<file path="src/hdl/rbfi_pkg.sv">
// Shared types, codes and defaults for the ring buffer with front insert.
`default_nettype none

package rbfi_pkg;

    localparam int DEPTH_DEF      = 16;
    localparam int WORD_WIDTH_DEF = 32;
    localparam int DATA_W         = 32;
    localparam int ACTION_W       = 2;
    localparam int STATUS_W       = 2;
    localparam int APB_DATA_W     = 32;
    localparam int APB_ADDR_W     = 3;

    typedef enum logic [ACTION_W-1:0] {
        ACT_PUSH_BACK  = 2'd0,
        ACT_PUSH_FRONT = 2'd1,
        ACT_POP_FRONT  = 2'd2,
        ACT_FLUSH      = 2'd3
    } t_action;

    typedef enum logic [STATUS_W-1:0] {
        STS_OK         = 2'd0,
        STS_NO_STORAGE = 2'd1,
        STS_OVERFLOW   = 2'd2,
        STS_UNDERFLOW  = 2'd3
    } t_status;

    typedef enum logic {
        ST_IDLE = 1'b0,
        ST_READ = 1'b1
    } t_state;

    typedef struct packed {
        logic    push_back;
        logic    push_front;
        logic    pop;
        logic    flush;
        logic    load_out;
        logic    from_ram;
        t_status status;
    } t_cmd;

    typedef struct packed {
        logic cap_zero;
        logic empty;
        logic full;
    } t_sts;

endpackage

`default_nettype wire

</file>
<file path="src/hdl/rbfi_ram.sv">
// Generic single-write, registered-read RAM.
`default_nettype none

module rbfi_ram #(
    parameter int WIDTH = rbfi_pkg::WORD_WIDTH_DEF,
    parameter int DEPTH = rbfi_pkg::DEPTH_DEF
) (
    input  wire logic                     i_clk,
    input  wire logic                     i_we,
    input  wire logic [$clog2(DEPTH)-1:0] i_waddr,
    input  wire logic [WIDTH-1:0]         i_wdata,
    input  wire logic [$clog2(DEPTH)-1:0] i_raddr,
    output logic      [WIDTH-1:0]         o_rdata
);

    logic [WIDTH-1:0] r_mem [DEPTH];
    logic [WIDTH-1:0] r_rdata;

    always_ff @(posedge i_clk) begin
        if (i_we) begin
            r_mem[i_waddr] <= i_wdata;
        end
        r_rdata <= r_mem[i_raddr];
    end

    assign o_rdata = r_rdata;

endmodule

`default_nettype wire

</file>
<file path="src/hdl/rbfi_ctrl.sv">
// Request controller: decodes each beat and sequences the datapath.
`default_nettype none

module rbfi_ctrl (
    input  wire logic             i_clk,
    input  wire logic             i_rst_n,
    input  wire logic             i_in_valid,
    input  wire rbfi_pkg::t_action i_action,
    input  wire logic             i_out_ready,
    input  wire rbfi_pkg::t_sts   i_sts,
    output logic                  o_in_ready,
    output logic                  o_out_valid,
    output rbfi_pkg::t_cmd        o_cmd
);

    rbfi_pkg::t_state r_state;
    rbfi_pkg::t_state n_state;
    logic             r_out_valid;
    logic             n_out_valid;
    logic             w_accept;
    logic             w_pop_ok;

    assign o_in_ready  = (r_state == rbfi_pkg::ST_IDLE) && (!r_out_valid || i_out_ready);
    assign w_accept    = i_in_valid && o_in_ready;
    assign w_pop_ok    = (i_action == rbfi_pkg::ACT_POP_FRONT) && !i_sts.cap_zero
                         && !i_sts.empty;
    assign o_out_valid = r_out_valid;

    always_comb begin
        n_state = r_state;
        case (r_state)
            rbfi_pkg::ST_IDLE: begin
                if (w_accept && w_pop_ok) begin
                    n_state = rbfi_pkg::ST_READ;
                end
            end
            rbfi_pkg::ST_READ: begin
                n_state = rbfi_pkg::ST_IDLE;
            end
            default: begin
                n_state = rbfi_pkg::ST_IDLE;
            end
        endcase
    end

    always_comb begin
        o_cmd        = '0;
        o_cmd.status = rbfi_pkg::STS_OK;
        case (r_state)
            rbfi_pkg::ST_IDLE: begin
                if (w_accept) begin
                    if (i_action == rbfi_pkg::ACT_FLUSH) begin
                        o_cmd.flush    = 1'b1;
                        o_cmd.load_out = 1'b1;
                    end else if (i_sts.cap_zero) begin
                        o_cmd.status   = rbfi_pkg::STS_NO_STORAGE;
                        o_cmd.load_out = 1'b1;
                    end else if (i_action == rbfi_pkg::ACT_POP_FRONT) begin
                        if (i_sts.empty) begin
                            o_cmd.status   = rbfi_pkg::STS_UNDERFLOW;
                            o_cmd.load_out = 1'b1;
                        end else begin
                            o_cmd.pop = 1'b1;
                        end
                    end else if (i_sts.full) begin
                        o_cmd.status   = rbfi_pkg::STS_OVERFLOW;
                        o_cmd.load_out = 1'b1;
                    end else begin
                        o_cmd.push_back  = (i_action == rbfi_pkg::ACT_PUSH_BACK);
                        o_cmd.push_front = (i_action == rbfi_pkg::ACT_PUSH_FRONT);
                        o_cmd.load_out   = 1'b1;
                    end
                end
            end
            rbfi_pkg::ST_READ: begin
                o_cmd.load_out = 1'b1;
                o_cmd.from_ram = 1'b1;
            end
            default: begin
                o_cmd = '0;
            end
        endcase
    end

    always_comb begin
        n_out_valid = r_out_valid;
        if (o_cmd.load_out) begin
            n_out_valid = 1'b1;
        end else if (i_out_ready) begin
            n_out_valid = 1'b0;
        end
    end

    always_ff @(posedge i_clk) begin
        if (!i_rst_n) begin
            r_state     <= rbfi_pkg::ST_IDLE;
            r_out_valid <= 1'b0;
        end else begin
            r_state     <= n_state;
            r_out_valid <= n_out_valid;
        end
    end

endmodule

`default_nettype wire

</file>
<file path="src/hdl/rbfi_dp.sv">
// Queue datapath: capacity, indices, count, entry RAM and result register.
`default_nettype none

module rbfi_dp #(
    parameter int DEPTH      = rbfi_pkg::DEPTH_DEF,
    parameter int WORD_WIDTH = rbfi_pkg::WORD_WIDTH_DEF
) (
    input  wire logic                              i_clk,
    input  wire logic                              i_rst_n,
    input  wire logic                              i_cfg_we,
    input  wire logic [rbfi_pkg::APB_DATA_W-1:0]   i_cfg_data,
    input  wire logic [rbfi_pkg::DATA_W-1:0]       i_data,
    input  wire rbfi_pkg::t_cmd                    i_cmd,
    output rbfi_pkg::t_sts                         o_sts,
    output logic      [$clog2(DEPTH+1)-1:0]        o_cap,
    output rbfi_pkg::t_status                      o_status,
    output logic      [rbfi_pkg::DATA_W-1:0]       o_read_data,
    output logic      [$clog2(DEPTH+1)-1:0]        o_count,
    output logic                                   o_is_empty,
    output logic                                   o_is_full
);

    localparam int AW = $clog2(DEPTH);
    localparam int CW = $clog2(DEPTH+1);

    logic [CW-1:0] r_cap;
    logic [CW-1:0] n_cap;
    logic [AW-1:0] r_wr_idx;
    logic [AW-1:0] n_wr_idx;
    logic [AW-1:0] r_rd_idx;
    logic [AW-1:0] n_rd_idx;
    logic [CW-1:0] r_count;
    logic [CW-1:0] n_count;
    logic [CW-1:0] w_cfg_cap;
    logic [CW-1:0] w_cap_m1;

    logic                    w_ram_we;
    logic [AW-1:0]           w_ram_waddr;
    logic [WORD_WIDTH-1:0]   w_ram_rdata;

    rbfi_pkg::t_status            r_status;
    logic [rbfi_pkg::DATA_W-1:0]  r_read_data;
    logic [CW-1:0]                r_out_count;
    logic                         r_is_empty;
    logic                         r_is_full;

    assign w_cfg_cap = (i_cfg_data[CW-1:0] > CW'(DEPTH)) ? CW'(DEPTH) : i_cfg_data[CW-1:0];
    assign w_cap_m1  = r_cap - CW'(1);

    assign o_sts.cap_zero = (r_cap == '0);
    assign o_sts.empty    = (r_count == '0);
    assign o_sts.full     = (r_count >= r_cap);
    assign o_cap          = r_cap;

    always_comb begin
        n_cap    = r_cap;
        n_wr_idx = r_wr_idx;
        n_rd_idx = r_rd_idx;
        n_count  = r_count;
        if (i_cfg_we) begin
            n_cap    = w_cfg_cap;
            n_wr_idx = '0;
            n_rd_idx = '0;
            n_count  = '0;
        end else if (i_cmd.flush) begin
            n_wr_idx = '0;
            n_rd_idx = '0;
            n_count  = '0;
        end else if (i_cmd.push_back) begin
            n_wr_idx = (CW'(r_wr_idx) == w_cap_m1) ? '0 : r_wr_idx + AW'(1);
            n_count  = r_count + CW'(1);
        end else if (i_cmd.push_front) begin
            n_rd_idx = (r_rd_idx == '0) ? w_cap_m1[AW-1:0] : r_rd_idx - AW'(1);
            n_count  = r_count + CW'(1);
        end else if (i_cmd.pop) begin
            n_rd_idx = (CW'(r_rd_idx) == w_cap_m1) ? '0 : r_rd_idx + AW'(1);
            n_count  = r_count - CW'(1);
        end
    end

    assign w_ram_we    = i_cmd.push_back || i_cmd.push_front;
    assign w_ram_waddr = i_cmd.push_front ? n_rd_idx : r_wr_idx;

    rbfi_ram #(
        .WIDTH (WORD_WIDTH),
        .DEPTH (DEPTH)
    ) u_ram (
        .i_clk   (i_clk),
        .i_we    (w_ram_we),
        .i_waddr (w_ram_waddr),
        .i_wdata (WORD_WIDTH'(i_data)),
        .i_raddr (r_rd_idx),
        .o_rdata (w_ram_rdata)
    );

    always_ff @(posedge i_clk) begin
        if (!i_rst_n) begin
            r_cap    <= CW'(DEPTH);
            r_wr_idx <= '0;
            r_rd_idx <= '0;
            r_count  <= '0;
        end else begin
            r_cap    <= n_cap;
            r_wr_idx <= n_wr_idx;
            r_rd_idx <= n_rd_idx;
            r_count  <= n_count;
        end
    end

    always_ff @(posedge i_clk) begin
        if (i_cmd.load_out) begin
            r_status    <= i_cmd.status;
            r_read_data <= i_cmd.from_ram ? rbfi_pkg::DATA_W'(w_ram_rdata) : '0;
            r_out_count <= n_count;
            r_is_empty  <= (n_count == '0);
            r_is_full   <= (n_count == r_cap);
        end
    end

    assign o_status    = r_status;
    assign o_read_data = r_read_data;
    assign o_count     = r_out_count;
    assign o_is_empty  = r_is_empty;
    assign o_is_full   = r_is_full;

endmodule

`default_nettype wire

</file>
<file path="src/hdl/ring_buffer_with_front_insert.sv">
// Top level of the ring buffer with front insert.
// Push, flush and rejected requests load the result register at the input beat; a
// successful pop first reads the registered entry RAM, then loads the result register.
// Throughput: one beat per cycle, held back by output stalls and a pop's RAM read.
// Reset (synchronous, active low) empties the queue and sets capacity to DEPTH;
// the entry RAM is not cleared.
`default_nettype none

module ring_buffer_with_front_insert #(
    parameter int DEPTH      = rbfi_pkg::DEPTH_DEF,
    parameter int WORD_WIDTH = rbfi_pkg::WORD_WIDTH_DEF,
    parameter int OUT_W      = ((rbfi_pkg::DATA_W + $clog2(DEPTH+1) + 2 + 7) / 8) * 8
) (
    input  wire logic                              i_clk,
    input  wire logic                              i_rst_n,
    input  wire logic                              s_axis_tvalid,
    output logic                                   s_axis_tready,
    // data[31:0]
    input  wire logic [rbfi_pkg::DATA_W-1:0]       s_axis_tdata,
    // action[1:0]
    input  wire logic [rbfi_pkg::ACTION_W-1:0]     s_axis_tuser,
    output logic                                   m_axis_tvalid,
    input  wire logic                              m_axis_tready,
    // read_data[31:0], count, is_empty, is_full, zero pad
    output logic      [OUT_W-1:0]                  m_axis_tdata,
    // status[1:0]
    output logic      [rbfi_pkg::STATUS_W-1:0]     m_axis_tuser,
    input  wire logic                              psel,
    input  wire logic                              penable,
    input  wire logic                              pwrite,
    input  wire logic [rbfi_pkg::APB_ADDR_W-1:0]   paddr,
    input  wire logic [rbfi_pkg::APB_DATA_W-1:0]   pwdata,
    output logic      [rbfi_pkg::APB_DATA_W-1:0]   prdata,
    output logic                                   pready
);

    localparam int CW = $clog2(DEPTH+1);

    rbfi_pkg::t_cmd    w_cmd;
    rbfi_pkg::t_sts    w_sts;
    rbfi_pkg::t_status w_status;
    logic              w_cfg_we;
    logic [CW-1:0]     w_cap;
    logic [rbfi_pkg::DATA_W-1:0] w_read_data;
    logic [CW-1:0]     w_count;
    logic              w_is_empty;
    logic              w_is_full;

    assign pready   = 1'b1;
    assign w_cfg_we = psel && penable && pwrite && pready && (paddr[2] == 1'b0);
    assign prdata   = (paddr[2] == 1'b0) ? rbfi_pkg::APB_DATA_W'(w_cap) : '0;

    rbfi_ctrl u_ctrl (
        .i_clk       (i_clk),
        .i_rst_n     (i_rst_n),
        .i_in_valid  (s_axis_tvalid),
        .i_action    (rbfi_pkg::t_action'(s_axis_tuser)),
        .i_out_ready (m_axis_tready),
        .i_sts       (w_sts),
        .o_in_ready  (s_axis_tready),
        .o_out_valid (m_axis_tvalid),
        .o_cmd       (w_cmd)
    );

    rbfi_dp #(
        .DEPTH      (DEPTH),
        .WORD_WIDTH (WORD_WIDTH)
    ) u_dp (
        .i_clk       (i_clk),
        .i_rst_n     (i_rst_n),
        .i_cfg_we    (w_cfg_we),
        .i_cfg_data  (pwdata),
        .i_data      (s_axis_tdata),
        .i_cmd       (w_cmd),
        .o_sts       (w_sts),
        .o_cap       (w_cap),
        .o_status    (w_status),
        .o_read_data (w_read_data),
        .o_count     (w_count),
        .o_is_empty  (w_is_empty),
        .o_is_full   (w_is_full)
    );

    assign m_axis_tuser = w_status;
    assign m_axis_tdata = OUT_W'({w_is_full, w_is_empty, w_count, w_read_data});

endmodule

`default_nettype wire

</file>
<file path="config.mk">
export PLATFORM = sky130hd
export DESIGN_NAME = ring_buffer_with_front_insert
export DESIGN_NICKNAME = d
export VERILOG_FILES = /design/src/hdl/rbfi_pkg.sv /design/src/hdl/rbfi_ram.sv /design/src/hdl/rbfi_ctrl.sv /design/src/hdl/rbfi_dp.sv /design/src/hdl/ring_buffer_with_front_insert.sv
export SDC_FILE = /design/constraint.sdc
export NUM_CORES = 1
export LEC_CHECK = 0
export BUFFER_PORTS_ARGS = -buffer_cell sky130_fd_sc_hd__buf_2
export CAP_MARGIN = 20
export CORE_ASPECT_RATIO = 1.5
export CORE_MARGIN = 8
export CORE_UTILIZATION = 45
export CTS_BUF_LIST = sky130_fd_sc_hd__clkbuf_8
export DETAILED_ROUTE_END_ITERATION = 8
export GPL_ROUTABILITY_DRIVEN = 0
export GPL_TIMING_DRIVEN = 0
export PLACE_DENSITY = 0.58
export SYNTH_ARGS = -nofsm -noshare
export SYNTH_HDL_FRONTEND = slang
export SYNTH_HIERARCHICAL = 1
export SYNTH_SLANG_ARGS = --single-unit
</file>
<file path="constraint.sdc">
create_clock -name i_clk -period 10.6 [get_ports i_clk]
set_input_delay 1.06 -clock i_clk [delete_from_list [all_inputs] [get_ports i_clk]]
set_output_delay 1.06 -clock i_clk [all_outputs]
set_load 0.05 [all_outputs]
</file>
==> results.cfg <==
[clock_network]
clockBufferDepth = 3
cts_resized = 0
cts_hold_buf = 0
post-cts-setup-buffers = 0
clk_latency_ns = 0.64
ctsHtreeMaxLevel = 3
cts_tree = done
clkSlewWorstSetupHoldPaths_ns = 0.06
clock_sinks = 605
clock-root-buffer = clkbuf_8
numCtsBuffers = 87

[global_routing]
track_usage_pct = 18.0
antenna_found_initial = 3
grt_pass1_vias = 12800
grt_max_degree = 42
grt_pass1_wl_mm = 80.6
grt-ovfl-total = 0

[detailed_routing]
dr.first_iter.drc_count = 740
ant_nets = 0
viasPerCell = 5.48
vias = 12000
wl_mm = 53.8
dr.pass1.iters = 5
drcViolationCount = 0
wire_per_inst_um = 24.6

[hold_path]
hold_end = u_dp/o_read_data[4]
hp-start = u_dp/u_ram/o_rdata[4]
hold_depth = 1
worstHoldPathType = reg2reg

[power]
vdd_drop_max_v = 0.000110
p_leak_nw = 9.12
power_per_cell_area_mw_per_mm2 = 178

[worst_setup_path]
crit_arrival_ns = 5.82
reg2reg_from = u_dp/r_count[0]
path_delay_family = simple AND/OR/NAND/NOR gates
reg2reg_slack_ns = 5.10
crit_fanout = 10
crit_buf_inv = 6
r2r_end = u_dp/u_ram/r_mem[8][8]
crit_required_ns = 10.92
crit_slowest_cell = nor3_2
path_class = reg2reg
cp_common_cell = a21o_1
crit_path_end_kind = flop
ff2ff_path_depth = 19
crit_chain = inv_1 > ha_1 > nand2b_1 > a21o_1 > a21o_1 > a21o_1 > a21o_1 > nor2_1 > nand2_1 > nor3_1 > buf_4 > clkbuf_1 > nand2_1 > o22ai_1 > nand3b_1 > nor3_2 > buf_8 > buf_6 > buf_4
slowest_delay_ns = 0.82
startpoint_type = flop

[synth]
syn_area_mm2 = 0.0235
synthFlopType = edfxtp_1
synth_seq_cells = 605
synthArstFlopShare_pct = 0
yosys_warnings = 6
synth_largest_area_cell = edfxtp_1
synth_cells = 1199
syn_area_per_cell_um2 = 19.6
synth_edf_count = 553
synth.area.top_cells = edfxtp_1 71%, mux4_2 12%, dfxtp_1 4.4%
yosysUniqueCellTypes = 71
synth_top_area_share_pct = 70.6
yosysMostFrequentCell = edfxtp_1
synthTopCellsByCount = 553 x edfxtp_1, 128 x mux4_2, 64 x a22oi_1
yosysSeqAreaShare_pct = 75.0

[placement]
port_buffers = 94
dp_slack_ns = 5.18
hpwl_mm = 35.4

[run_status]
status = finished, final reports clean

[final_layout]
drive_above_1_share_pct = 30.0
syn_to_final_growth_pct = 15.6
nets = 1523

[die]
die_w_um = 203
dieArea_mm2 = 0.0600
rows = 102
start_util_pct = 45.5
die_h_um = 296
core_area_mm2 = 0.0517
ios = 153

[timing]
worst_pin_slew_ns = 0.942
maxSlewViolCount = 0
fin_crit_ns = 5.50
slew_headroom_pct = 36.9
rsz0062_at_grt = false
final_hold_viol_count = 0
max_freq_ghz = 0.182
clock_skew_ns = 0.0206
tns_ns = 0
setup_ws_ns = 5.10
setup_viol = 0
post-route-period-util_pct = 51.9

[job]
drv_cap = 0
-- routing by layer --
metal  part of all wire [%]  up-vias  routed length [um]  global-route usage, %
li1                       -     5279                   -                      -
met1                     39     6255               20900                   21.5
met3                    5.1       78                2770                   3.37
met4                    2.0        0                1100                   5.42
met2                     54      351               29000                   32.8
met5                      0        -                   0                      0
-- worst max-delay path by stage --
stage	startpoint	to	slack, ns	depth (start not counted)
after floorplan	u_dp/r_count[0]	u_dp/u_ram/r_mem[0][0]	4.69	17
after global placement	u_dp/r_count[0]	u_dp/u_ram/r_mem[0][14]	1.38	15
after detailed placement	u_dp/r_count[0]	u_dp/u_ram/r_mem[8][14]	5.18	19
after CTS	u_dp/r_count[0]	u_dp/u_ram/r_mem[8][8]	5.13	19
after global routing	u_dp/r_count[0]	u_dp/u_ram/r_mem[4][17]	4.85	19
final	u_dp/r_count[0]	u_dp/u_ram/r_mem[8][8]	5.10	19
-- kinds of logic (layout without fill, tap and decap cells) --
kind of cell / count (synthesis) / count (layout) / synth area share (%)
muxes: 134 / 134 / 12.5
other: 2 / 31 / 0.0319
AOI/OAI and AO/OA: 125 / 125 / 3.85
adders and majority gates: 11 / 11 / 0.585
xor gates and xnor gates: 15 / 15 / 0.713
DFF: 605 / 605 / 75.0
buffers and inverters: 110 / 391 / 2.67
and+or+nand+nor: 197 / 197 / 4.63
-- sequential cells by signal (all words and copies together), names as in the netlist --
| register | flops |
|---|---|
| u_dp/o_is_full | 1 |
| u_ctrl/r_state | 1 |
| u_dp/o_cap | 5 |
| u_dp/o_status | 2 |
| u_dp/u_ram/r_mem | 512 |
| u_dp/r_rd_idx | 4 |
| u_dp/o_count | 5 |
| u_dp/o_is_empty | 1 |
| u_dp/r_count | 5 |
| u_dp/u_ram/o_rdata | 32 |
| u_dp/o_read_data | 32 |
| u_dp/r_wr_idx | 4 |
| u_ctrl/o_out_valid | 1 |
-- layout make-up --
cell class              instances  area [um^2]
clock buffers                 101         1390
diodes                          2         5.00
inverters                      16         62.6
fillers                      4191        24500
flip-flops and latches        605        17600
repair buffers                121          898
plain buffers                  94          566
well taps                     676          846
clock inverters                59          313
multi-input cells             511         5460
-- through the flow --
stage	total power [mW]	hold slack [ns]	instances	utilization (%)	cell area, um^2
2_1_floorplan	2.99	0.482	1226	-	23600
3_3_place_gp	3.11	0.497	1996	48.3	24900
3_5_place_dp	3.12	0.495	2023	49.3	25500
4_1_cts	4.90	0.502	2183	52.6	27200
5_1_grt	5.02	0.535	2184	52.6	27200
6_report	4.84	0.500	2185	52.6	27200
-- report_power, final --
group | leakage (nW) | internal, mW | switching (mW)
clock network | 1.02 | 0.920 | 0.852
logic | 2.64 | 0.138 | 0.256
registers | 5.45 | 2.66 | 0.0148
total | 9.12 | 3.72 | 1.12
-- layout by cell type (no fill, tap or decap), types with 20 or more instances in the layout --
master / count
clkbuf_1: 26
conb_1: 29
nand2_1: 52
buf_4: 47
mux4_2: 128
clkbuf_8: 101
dfxtp_1: 52
inv_1: 58
edfxtp_1: 553
a22oi_1: 64
and2_1: 45
buf_2: 102
nor2_1: 20
Note: power is estimated with default switching activity, not from simulation.
